--- config.mk ---
export PLATFORM = sky130hd
export DESIGN_NAME = opsm_cell
export DESIGN_NICKNAME = d
export VERILOG_FILES = /design/src/opsm_pkg.sv /design/src/opsm_cell.sv
export SDC_FILE = /design/constraint.sdc
export NUM_CORES = 1
export LEC_CHECK = 0
export BUFFER_PORTS_ARGS = -buffer_cell sky130_fd_sc_hd__buf_2
export CORE_MARGIN = 3
export CORE_UTILIZATION = 44
export CTS_CLUSTER_SIZE = 10
export DETAILED_ROUTE_END_ITERATION = 10
export PLACE_DENSITY = 0.87
export REMOVE_ABC_BUFFERS = 1
export SYNTH_ARGS = -nofsm -noshare
export SYNTH_HDL_FRONTEND = slang
export SYNTH_SLANG_ARGS = --single-unit
--- constraint.sdc ---
create_clock -name clk_i -period 4.8 [get_ports clk_i]
set_clock_uncertainty 0.15 [all_clocks]
set_input_delay 0.24 -clock clk_i [delete_from_list [all_inputs] [get_ports clk_i]]
set_output_delay 0.24 -clock clk_i [all_outputs]
set_load 0.03 [all_outputs]
--- src/opsm_pkg.sv ---
// Shared constants and types for the ordered pool successor match unit.
package opsm_pkg;

  localparam int unsigned POOL_DEPTH = 1024;
  localparam int unsigned VAL_W      = 31;
  localparam int unsigned CNT_W      = 16;
  localparam int unsigned KIND_W     = 2;
  localparam int unsigned TAP_W      = VAL_W + 1;

  // Reduction tree grouping
  localparam int unsigned GRP_W = 32;
  localparam int unsigned NG1   = (POOL_DEPTH + GRP_W - 1) / GRP_W;
  localparam int unsigned NG2   = (NG1 + GRP_W - 1) / GRP_W;

  localparam logic [KIND_W-1:0] KIND_INSERT = 2'd0;
  localparam logic [KIND_W-1:0] KIND_MATCH  = 2'd1;
  localparam logic [KIND_W-1:0] KIND_CLEAR  = 2'd2;

  localparam logic [CNT_W-1:0] CNT_MAX = {CNT_W{1'b1}};

  // Contents of one pool cell
  typedef struct packed {
    logic             valid;
    logic [VAL_W-1:0] value;
  } cell_st_t;

  // Operation broadcast to all cells in the accept cycle
  typedef struct packed {
    logic             ins;
    logic             mat;
    logic             clr;
    logic [VAL_W-1:0] value;
  } cell_op_t;

endpackage

--- src/opsm_cell.sv ---
// One pool cell: holds one slot of the sorted pool and shifts with its neighbors.
module opsm_cell
  import opsm_pkg::*;
(
  input  logic             clk_i,
  input  logic             rst_ni,
  input  cell_op_t         op_i,
  input  cell_st_t         left_i,
  input  logic             left_flag_i,
  input  cell_st_t         right_i,
  output cell_st_t         st_o,
  output logic             flag_o,
  output logic [TAP_W-1:0] tap_o
);

  logic             valid_q, valid_d;
  logic [VAL_W-1:0] value_q, value_d;
  logic             flag;

  // Empty slots count as +infinity, so the flag is monotone along the row.
  assign flag = !valid_q || (value_q > op_i.value);

  always_comb begin
    valid_d = valid_q;
    value_d = value_q;
    if (op_i.clr) begin
      valid_d = 1'b0;
    end else if (op_i.ins) begin
      if (left_flag_i) begin
        valid_d = left_i.valid;
        value_d = left_i.value;
      end else if (flag) begin
        valid_d = 1'b1;
        value_d = op_i.value;
      end
    end else if (op_i.mat) begin
      if (flag) begin
        valid_d = right_i.valid;
        value_d = right_i.value;
      end
    end
  end

  always_ff @(posedge clk_i or negedge rst_ni) begin
    if (!rst_ni) begin
      valid_q <= 1'b0;
    end else begin
      valid_q <= valid_d;
    end
  end

  always_ff @(posedge clk_i) begin
    value_q <= value_d;
  end

  assign st_o   = '{valid: valid_q, value: value_q};
  assign flag_o = flag;
  // Only the first cell above the query reports, and only if it holds a value.
  assign tap_o  = (op_i.mat && flag && !left_flag_i && valid_q) ? {1'b1, value_q}
                                                                 : '0;

endmodule

==> results of run 1 <==
routing by layer:
layer,part of all wire (%),vias to the layer above
li1,-,1370
met1,40,1189
met2,51,105
met3,7.2,13
met4,1.9,0
met5,0,-
through the flow:
stage                     cells  area (um^2)  setup WS (ps)
after CTS                   530         3650           1530
after floorplan             282         2610            970
after global routing        530         3650           1270
after global placement      521         3560           1760
after detailed placement    521         3560           1550
final                       530         3650           1600
synthesized netlist by cell type (2+ instances only):
cell | number | area [um^2]
mux2i_1 | 31 | 310
nand3_1 | 2 | 10.0
nand2_1 | 8 | 30.0
nor2_1 | 36 | 135
and2_1 | 32 | 200
clkbuf_1 | 6 | 22.5
a21oi_1 | 44 | 220
inv_1 | 31 | 116
buf_1 | 2 | 7.51
a211oi_1 | 3 | 22.5
edfxtp_1 | 31 | 931
buf_6 | 3 | 33.8
buf_2 | 3 | 15.0
nor3_1 | 2 | 10.0
and4_1 | 2 | 17.5
ha_1 | 31 | 388
nand4_1 | 7 | 43.8
o21ai_0 | 7 | 35.0
where the power goes:
part / internal, mW / switching (mW) / leakage [nW]
registers: 0.344 / 0.0186 / 0.305
logic: 0.118 / 0.193 / 1.60
clock network: 0.103 / 0.0966 / 0.0395
total: 0.565 / 0.308 / 1.95
state kept, by name (all words and copies together), names as in the netlist:
| register | count |
|---|---|
| value_q | 31 |
| valid_q | 1 |
layout make-up:
cell class	instances	share of cell area [%]
Timing Repair Buffer	168	23.3
Tap cell	72	2.47
Clock buffer	8	2.19
Multi-Input combinational cell	219	42.6
Sequential cell	32	26.2
Inverter	31	3.19
kinds of logic (layout without fill, tap and decap cells):
logic type / Yosys count / after routing / synth area share (%)
AOI/OAI and AO/OA: 61 / 61 / 12.4
adders and majority gates: 31 / 31 / 14.4
buffers and inverters: 46 / 207 / 7.51
DFF: 32 / 32 / 35.4
muxes: 31 / 31 / 11.5
and+or+nand+nor: 96 / 96 / 18.9
placed cells by master, fill, tap and decap left out, types with 2 or more instances in the layout:
cell,instances
edfxtp_1,31
a211oi_1,3
o21ai_0,7
and2_1,32
inv_1,31
buf_2,165
clkbuf_8,5
mux2i_1,31
nor3_1,2
buf_4,2
nand4_1,7
and4_1,2
clkbuf_1,3
ha_1,31
nand3_1,2
nor2_1,36
nand2_1,8
a21oi_1,44
worst paths after layout:
path,end,slack (ps)
min in group asynchronous,valid_q,130
min reg2reg,valid_q,650
max in group asynchronous,valid_q,4280
min,valid_q,40
max,value_q[14],1600
max reg2reg,value_q[14],1600
critical path: cells and delay by family (launching register included):
| kind | cells | cell delay (ps) |
|---|---|---|
| DFF | 1 | 420 |
| adders and majority gates | 1 | 340 |
| and+or+nand+nor | 3 | 740 |
| AOI/OAI and AO/OA | 3 | 1160 |
==> results.yml, run 1 <==
finish:
  synthToLayoutAreaGrowth_pct: 35.1
  diodes: 0
  nFillCells: 472
  fin_util_pct: 63.9
  layout-drive-gt1-share_pct: 38.6
  nNetsFinal: 589
  regArea_um2: 956
  multi_input_area_um2: 1560
cts:
  clk_latency_ps: 280
  clk_pin_slew_ps: 70
  cts_setup_buffers: 0
  clockRootBuffer: "clkbuf_8"
  htree_levels: 2
  cts_resized: 0
  cts_buffers: 5
  cts.path.max_buffers: 2
  cts_hold_buf: 1
  cts_tree: "done"
  clock_sinks: 32
floorplan:
  ioPinCount: 166
  initial_core_util_pct: 47.3
  core_area_um2: 5710
  die_area_um2: 7110
  rows: 27
  chipWidth_um: 84.3
  die_h_um: 84.3
detailed_routing:
  drt_iter0_markers: 80
  routed_wl_mm: 7.45
  drt-vias-per-instance: 5.05
  ant_nets: 0
  detail_route.wl_per_cell_um: 14.0
  num_vias: 2677
  drc: 0
  first_pass_iters: 4
placed_design:
  hpwl_mm: 5.87
  io_buffer_count: 165
  gp_congestion: 0.813
min_path:
  worstHoldStart: "right_i[31]"
  hp-class: "primary input to flip-flop"
  holdPathStages: 2
grt:
  grt_use_total_pct: 20.6
  grt_util_met3_pct: 5.40
  grt_pass1_wl_mm: 12.0
  top_usage_layer: "met2"
  antenna_found_initial: 0
  use_met1_pct: 22.4
  grt_overflow: 0
  met2_usage_pct: 38.8
  grt_pass1_vias: 2696
  grt_max_degree: 67
synth:
  yosys_warnings: 0
  syn_area_um2: 2700
  synth_cell_type_count: 34
  synthFlopType: "edfxtp_1"
  synth-edff-count: 31
  synth_cells: 297
  ys_seq_area_share_pct: 35.4
  ys_seq_elements: 32
  syn_avg_cell_area_um2: 9.09
  async_flop_share_pct: 3.13
job:
  maxCapViolCount: 0
setup_path:
  r2r-start: "value_q[26]"
  cp_slowest_stage_delay_ps: 820
  critical_path_class: "flip-flop to flip-flop"
  path_cells: "ha_1 -> nand4_1 -> nor4_2 -> a211oi_1 -> a21oi_2 -> nand3_1 -> o22ai_4"
  start_kind: "flip-flop"
  cp_max_fo: 31
  cp.arrival_ps: 2950
  startpoint: "value_q[26]"
  worst_path_max_delay_cell: "o22ai_4"
  endpoint_kind: "flip-flop"
  rr_worst_depth: 7
  worstPathRequired_ps: 4550
sta:
  slew_headroom_pct: 28.5
  rsz0062_at_grt: "no"
  fmax_mhz: 312
  whs_ps: 38.1
  setup_tns_ps: 0
  worst_slew_pin_slew_ps: 1070
  drv_slew: 0
  hold_violations: 0
  fin_crit_ps: 3200
  setup_viol: 0
  fin_crit_sh_pct: 66.7
power_and_ir_drop:
  total_power_uw: 873
  worst_ir_drop_vdd_mv: 0.141
  leakage_nw: 1.95
  powerDensity_nw_per_um2: 239
run_status:
  status: "completed"
(Power assumes the default switching activity.)
==> run 2, diff against run 1 <==
Clock period 4.8 ns to 3.3 ns, I/O delays scaled along.
==> run 2 against run 1 <==
Compared with the run above: cell area is 0.69% higher; highest routed layer unchanged; largest cell class unchanged; clock power is 43% higher; sequential share of layout area is 0.18 points lower; critical path type is now flip-flop to output pin; worst setup slack worse by 1300 ps; first-iteration DRC count is 24% higher; hold slack better by 6.7 ps; register-to-register slack worse by 1100 ps.
==> results.yml, run 2 (synthesis gave the netlist of run 1 again) <==
run_status:
  status: "completed"
placed_design:
  gp_congestion: 0.810
  place_ws_ps: 510
  hpwl_mm: 6.27
  dp.cells: 523
  io_buffer_count: 165
sta:
  fmax_mhz: 332
  whs_ps: 44.8
  setup_viol: 0
  drv_slew: 0
  rsz0062_at_grt: "no"
  worst_slew_pin_slew_ps: 620
  fin_crit_ps: 3010
  setup_tns_ps: 0
  slew_headroom_pct: 58.7
  fin_crit_sh_pct: 91.4
  hold_violations: 0
  fin_ws_ps: 285
job:
  maxCapViolCount: 0
finish:
  stdcell_count: 533
  layout-drive-gt1-share_pct: 38.8
  nNetsFinal: 592
  final_common_cell: "buf_2"
  synthToLayoutAreaGrowth_pct: 36.1
  top_regs: "value_q: 31 flops, valid_q: 1 flops"
  diodes: 0
  largest-register: "value_q"
  largest_reg_flops: 31
  final_cell_mix: "buf_2, a21oi_1, nor2_1"
power_and_ir_drop:
  pwr-share-clk_pct: 22.5
  total_power_mw: 1.27
  powerDensity_nw_per_um2: 347
  netSwitchingFraction_pct: 35.2
  p_int_uw: 825
  power.switching_uw: 449
  worst_ir_drop_vdd_mv: 0.208
  comb_power_share_pct: 36.2
  seqPwrFrac_pct: 41.3
  leakage_nw: 1.96
floorplan:
  die_area_um2: 7110
  ioPinCount: 166
  initial_core_util_pct: 47.3
  die_h_um: 84.3
  core_area_um2: 5710
  chipWidth_um: 84.3
  rows: 27
detailed_routing:
  drt_iter0_markers: 99
  first_pass_iters: 4
  num_vias: 2761
  drt-vias-per-instance: 5.18
  detail_route.wl_per_cell_um: 14.5
  drc: 0
  ant_nets: 0
  routed_wl_mm: 7.72
cts:
  htree_levels: 2
  cts_hold_buf: 2
  clk_latency_ps: 280
  cts_setup_buffers: 0
  cts_resized: 0
  cts_buffers: 5
  clockRootBuffer: "clkbuf_8"
  cts_tree: "done"
  cts.path.max_buffers: 2
  clk_pin_slew_ps: 60
  clock_sinks: 32
grt:
  grt_max_degree: 37
  grt_pass1_vias: 2724
  grt_pass1_wl_mm: 12.3
  grt_use_total_pct: 21.1
  antenna_found_initial: 0
  grt_overflow: 0
setup_path:
  r2r-start: "value_q[26]"
  cp_max_fo: 32
  start_kind: "flip-flop"
  critical_path_class: "flip-flop to output pin"
  startpoint: "value_q[26]"
  cp.arrival_ps: 2700
  endpoint_kind: "output pin"
  worstPathRequired_ps: 2980
min_path:
  hp-class: "primary input to async pin"
## run 2: per-layer routing
layer  up-vias  track usage, %  part of all wire [%]
met4         0            5.61                   1.3
met1      1270            23.5                    39
met2       112            40.5                    52
met3        10            4.42                   7.4
li1       1369               -                     -
met5         -               0                     0
## run 2: final cells by class
type                       count  area (um^2)
fill                         495         2040
tap                           72         90.1
clock buffer                   8         80.1
inverter                      31          116
sequential                    32          956
multi-input combinational    219         1560
timing repair buffer         171          876
## run 2: per-stage QoR
stage	cell area, um^2	utilization [%]
floorplan	2610	-
global placement	3570	62.6
detailed placement	3570	62.6
CTS	3670	64.3
global route	3670	64.3
finish	3670	64.3
## run 2: worst max-delay path: stages, from the launching register on
cell and delay (ps):
edfxtp_1 420, ha_1 340, nand4_1 200, nor4_2 330, a211oi_1 100, a21oi_2 220, and3_4 430, and2_1 190
buf_2 200
## run 2: power groups by stage
stage / logic [mW] / registers (mW) / clock network, mW
after global placement: 0.448 / 0.532 / 0
after global routing: 0.508 / 0.532 / 0.315
after floorplan: 0.197 / 0.606 / 0
final: 0.461 / 0.527 / 0.286
after detailed placement: 0.461 / 0.535 / 0
after CTS: 0.465 / 0.527 / 0.294
## run 2: final timing paths
| kind | end | slack (ps) | depth (start not counted) |
|---|---|---|---|
| min in group clk_i | value_q[21] | 60 | 3 |
| min reg2reg | valid_q | 640 | 3 |
| max reg2reg | value_q[26] | 530 | 8 |
| min | valid_q | 40 | 2 |
| max in group asynchronous | valid_q | 2870 | 2 |
| max | tap_o[6] | 290 | 8 |
==> run 3, diff against run 2 <==
Settings changed: GPL_ROUTABILITY_DRIVEN from default to 0, MAX_ROUTING_LAYER from default to met4.
==> run 3 against run 2 <==
Compared with the run above: routed wire length about the same; cell area unchanged; clock power about the same; critical path depth unchanged; largest cell class unchanged; hold slack about the same; flip-flop and latch count unchanged; via count about the same; cell count unchanged; global-route usage increased by 0.64 points; non-clock buffer count unchanged; sequential share of layout area unchanged.
==> results.yml, run 3 (synthesis gave the netlist of run 1 again) <==
run_status:
  status: "completed"
cts:
  cts_tree: "done"
  clockRootBuffer: "clkbuf_8"
  cts_resized: 0
  clock_sinks: 32
  cts_setup_buffers: 0
  clk_latency_ps: 280
  cts_buffers: 5
  clk_pin_slew_ps: 60
  cts.path.max_buffers: 2
  htree_levels: 2
setup_path:
  cp.arrival_ps: 2700
  start_kind: "flip-flop"
  rr_worst_depth: 8
  critical_path_class: "flip-flop to output pin"
  worstPathRequired_ps: 2980
  cp_max_fo: 32
  endpoint_kind: "output pin"
power_and_ir_drop:
  worst_ir_drop_vdd_mv: 0.208
  pwr-share-clk_pct: 22.5
  p_int_uw: 825
  comb_power_share_pct: 36.2
  leakage_nw: 1.96
  seqPwrFrac_pct: 41.3
  powerDensity_nw_per_um2: 347
  power.switching_uw: 449
  total_power_mw: 1.27
  netSwitchingFraction_pct: 35.2
sta:
  fin_crit_sh_pct: 91.4
  setup_viol: 0
  fin_ws_ps: 285
  hold_violations: 0
  drv_slew: 0
  fin_crit_ps: 3010
  worst_slew_pin_slew_ps: 620
  slew_headroom_pct: 58.7
  rsz0062_at_grt: "no"
  fmax_mhz: 332
floorplan:
  initial_core_util_pct: 47.3
  chipWidth_um: 84.3
  die_area_um2: 7110
  core_area_um2: 5710
  rows: 27
  ioPinCount: 166
  die_h_um: 84.3
grt:
  antenna_found_initial: 0
  grt_pass1_wl_mm: 12.3
  grt_max_degree: 37
  grt_overflow: 0
  grt_pass1_vias: 2725
  grt_use_total_pct: 21.8
finish:
  layout-drive-gt1-share_pct: 38.8
  nNetsFinal: 592
  final_cell_mix: "buf_2, a21oi_1, nor2_1"
  synthToLayoutAreaGrowth_pct: 36.1
  final_common_cell: "buf_2"
  nFillCells: 495
  diodes: 0
  largest-register: "value_q"
  top_regs: "value_q: 31 flops, valid_q: 1 flops"
  largest_reg_flops: 31
detailed_routing:
  num_vias: 2763
  first_pass_iters: 4
  drt_iter0_markers: 104
  ant_nets: 0
  drc: 0
  routed_wl_mm: 7.72
  drt-vias-per-instance: 5.18
  detail_route.wl_per_cell_um: 14.5
min_path:
  hp-class: "primary input to async pin"
placed_design:
  hpwl_mm: 6.27
  place_ws_ps: 510
  io_buffer_count: 165
job:
  maxCapViolCount: 0
==> run 3: cell counts in the layout (fill, tap and decap cells not counted) <==
Identical to the previous run, type by type.
==> run 3: path summary, 6_finish.rpt <==
check | startpoint | endpoint | slack (ps)
worst max-delay path | value_q[26] | tap_o[6] | 290
worst min-delay path | rst_ni | valid_q | 40
max in group asynchronous | rst_ni | valid_q | 2870
worst min register to register | valid_q | valid_q | 640
worst max register to register | value_q[26] | value_q[26] | 530
min in group clk_i | right_i[21] | value_q[21] | 60
==> run 3: final cells by class <==
type,count,area [um^2],area share (%)
Multi-Input combinational cell,219,1560,42.3
Sequential cell,32,956,26.0
Tap cell,72,90.1,2.45
Timing Repair Buffer,171,876,23.8
Inverter,31,116,3.17
Clock buffer,8,80.1,2.18
==> run 3: worst max-delay path: stages, from the launching register on <==
cell      delay, ps
edfxtp_1        420
ha_1            340
nand4_1         200
nor4_2          330
a211oi_1        100
a21oi_2         220
and3_4          430
and2_1          190
buf_2           200
==> run 3: repair_timing <==
action | 4_1_cts | 5_1_grt
hold buffers | 2 | 0
endpoints found under the hold margin | 2 | 0
setup endpoints to repair | 0 | 0
==> run 3: metrics by stage <==
step | area [um^2] | hold slack [ps] | utilization, % | TNS [ps] | instances
4_1_cts | 3670 | 45.8 | 64.3 | 0 | 533
6_report | 3670 | 44.7 | 64.3 | 0 | 533
3_5_place_dp | 3570 | -208 | 62.6 | 0 | 523
5_1_grt | 3670 | 31.9 | 64.3 | 0 | 533
2_1_floorplan | 2610 | -281 | - | -16430 | 282
3_3_place_gp | 3570 | -204 | 62.6 | 0 | 523
==> run 3: metal layers <==
metal	part of all wire, %	global-route usage (%)
met1	39	23.6
met2	52	40.5
met3	7.2	4.22
met4	1.3	5.61
met5	0	-
==> run 3: power groups by stage <==
stage	logic (mW)	registers, mW	clock network, mW
3_3_place_gp	0.448	0.532	0
6_report	0.461	0.527	0.286
3_5_place_dp	0.461	0.535	0
5_1_grt	0.508	0.532	0.315
4_1_cts	0.465	0.527	0.294
2_1_floorplan	0.197	0.606	0
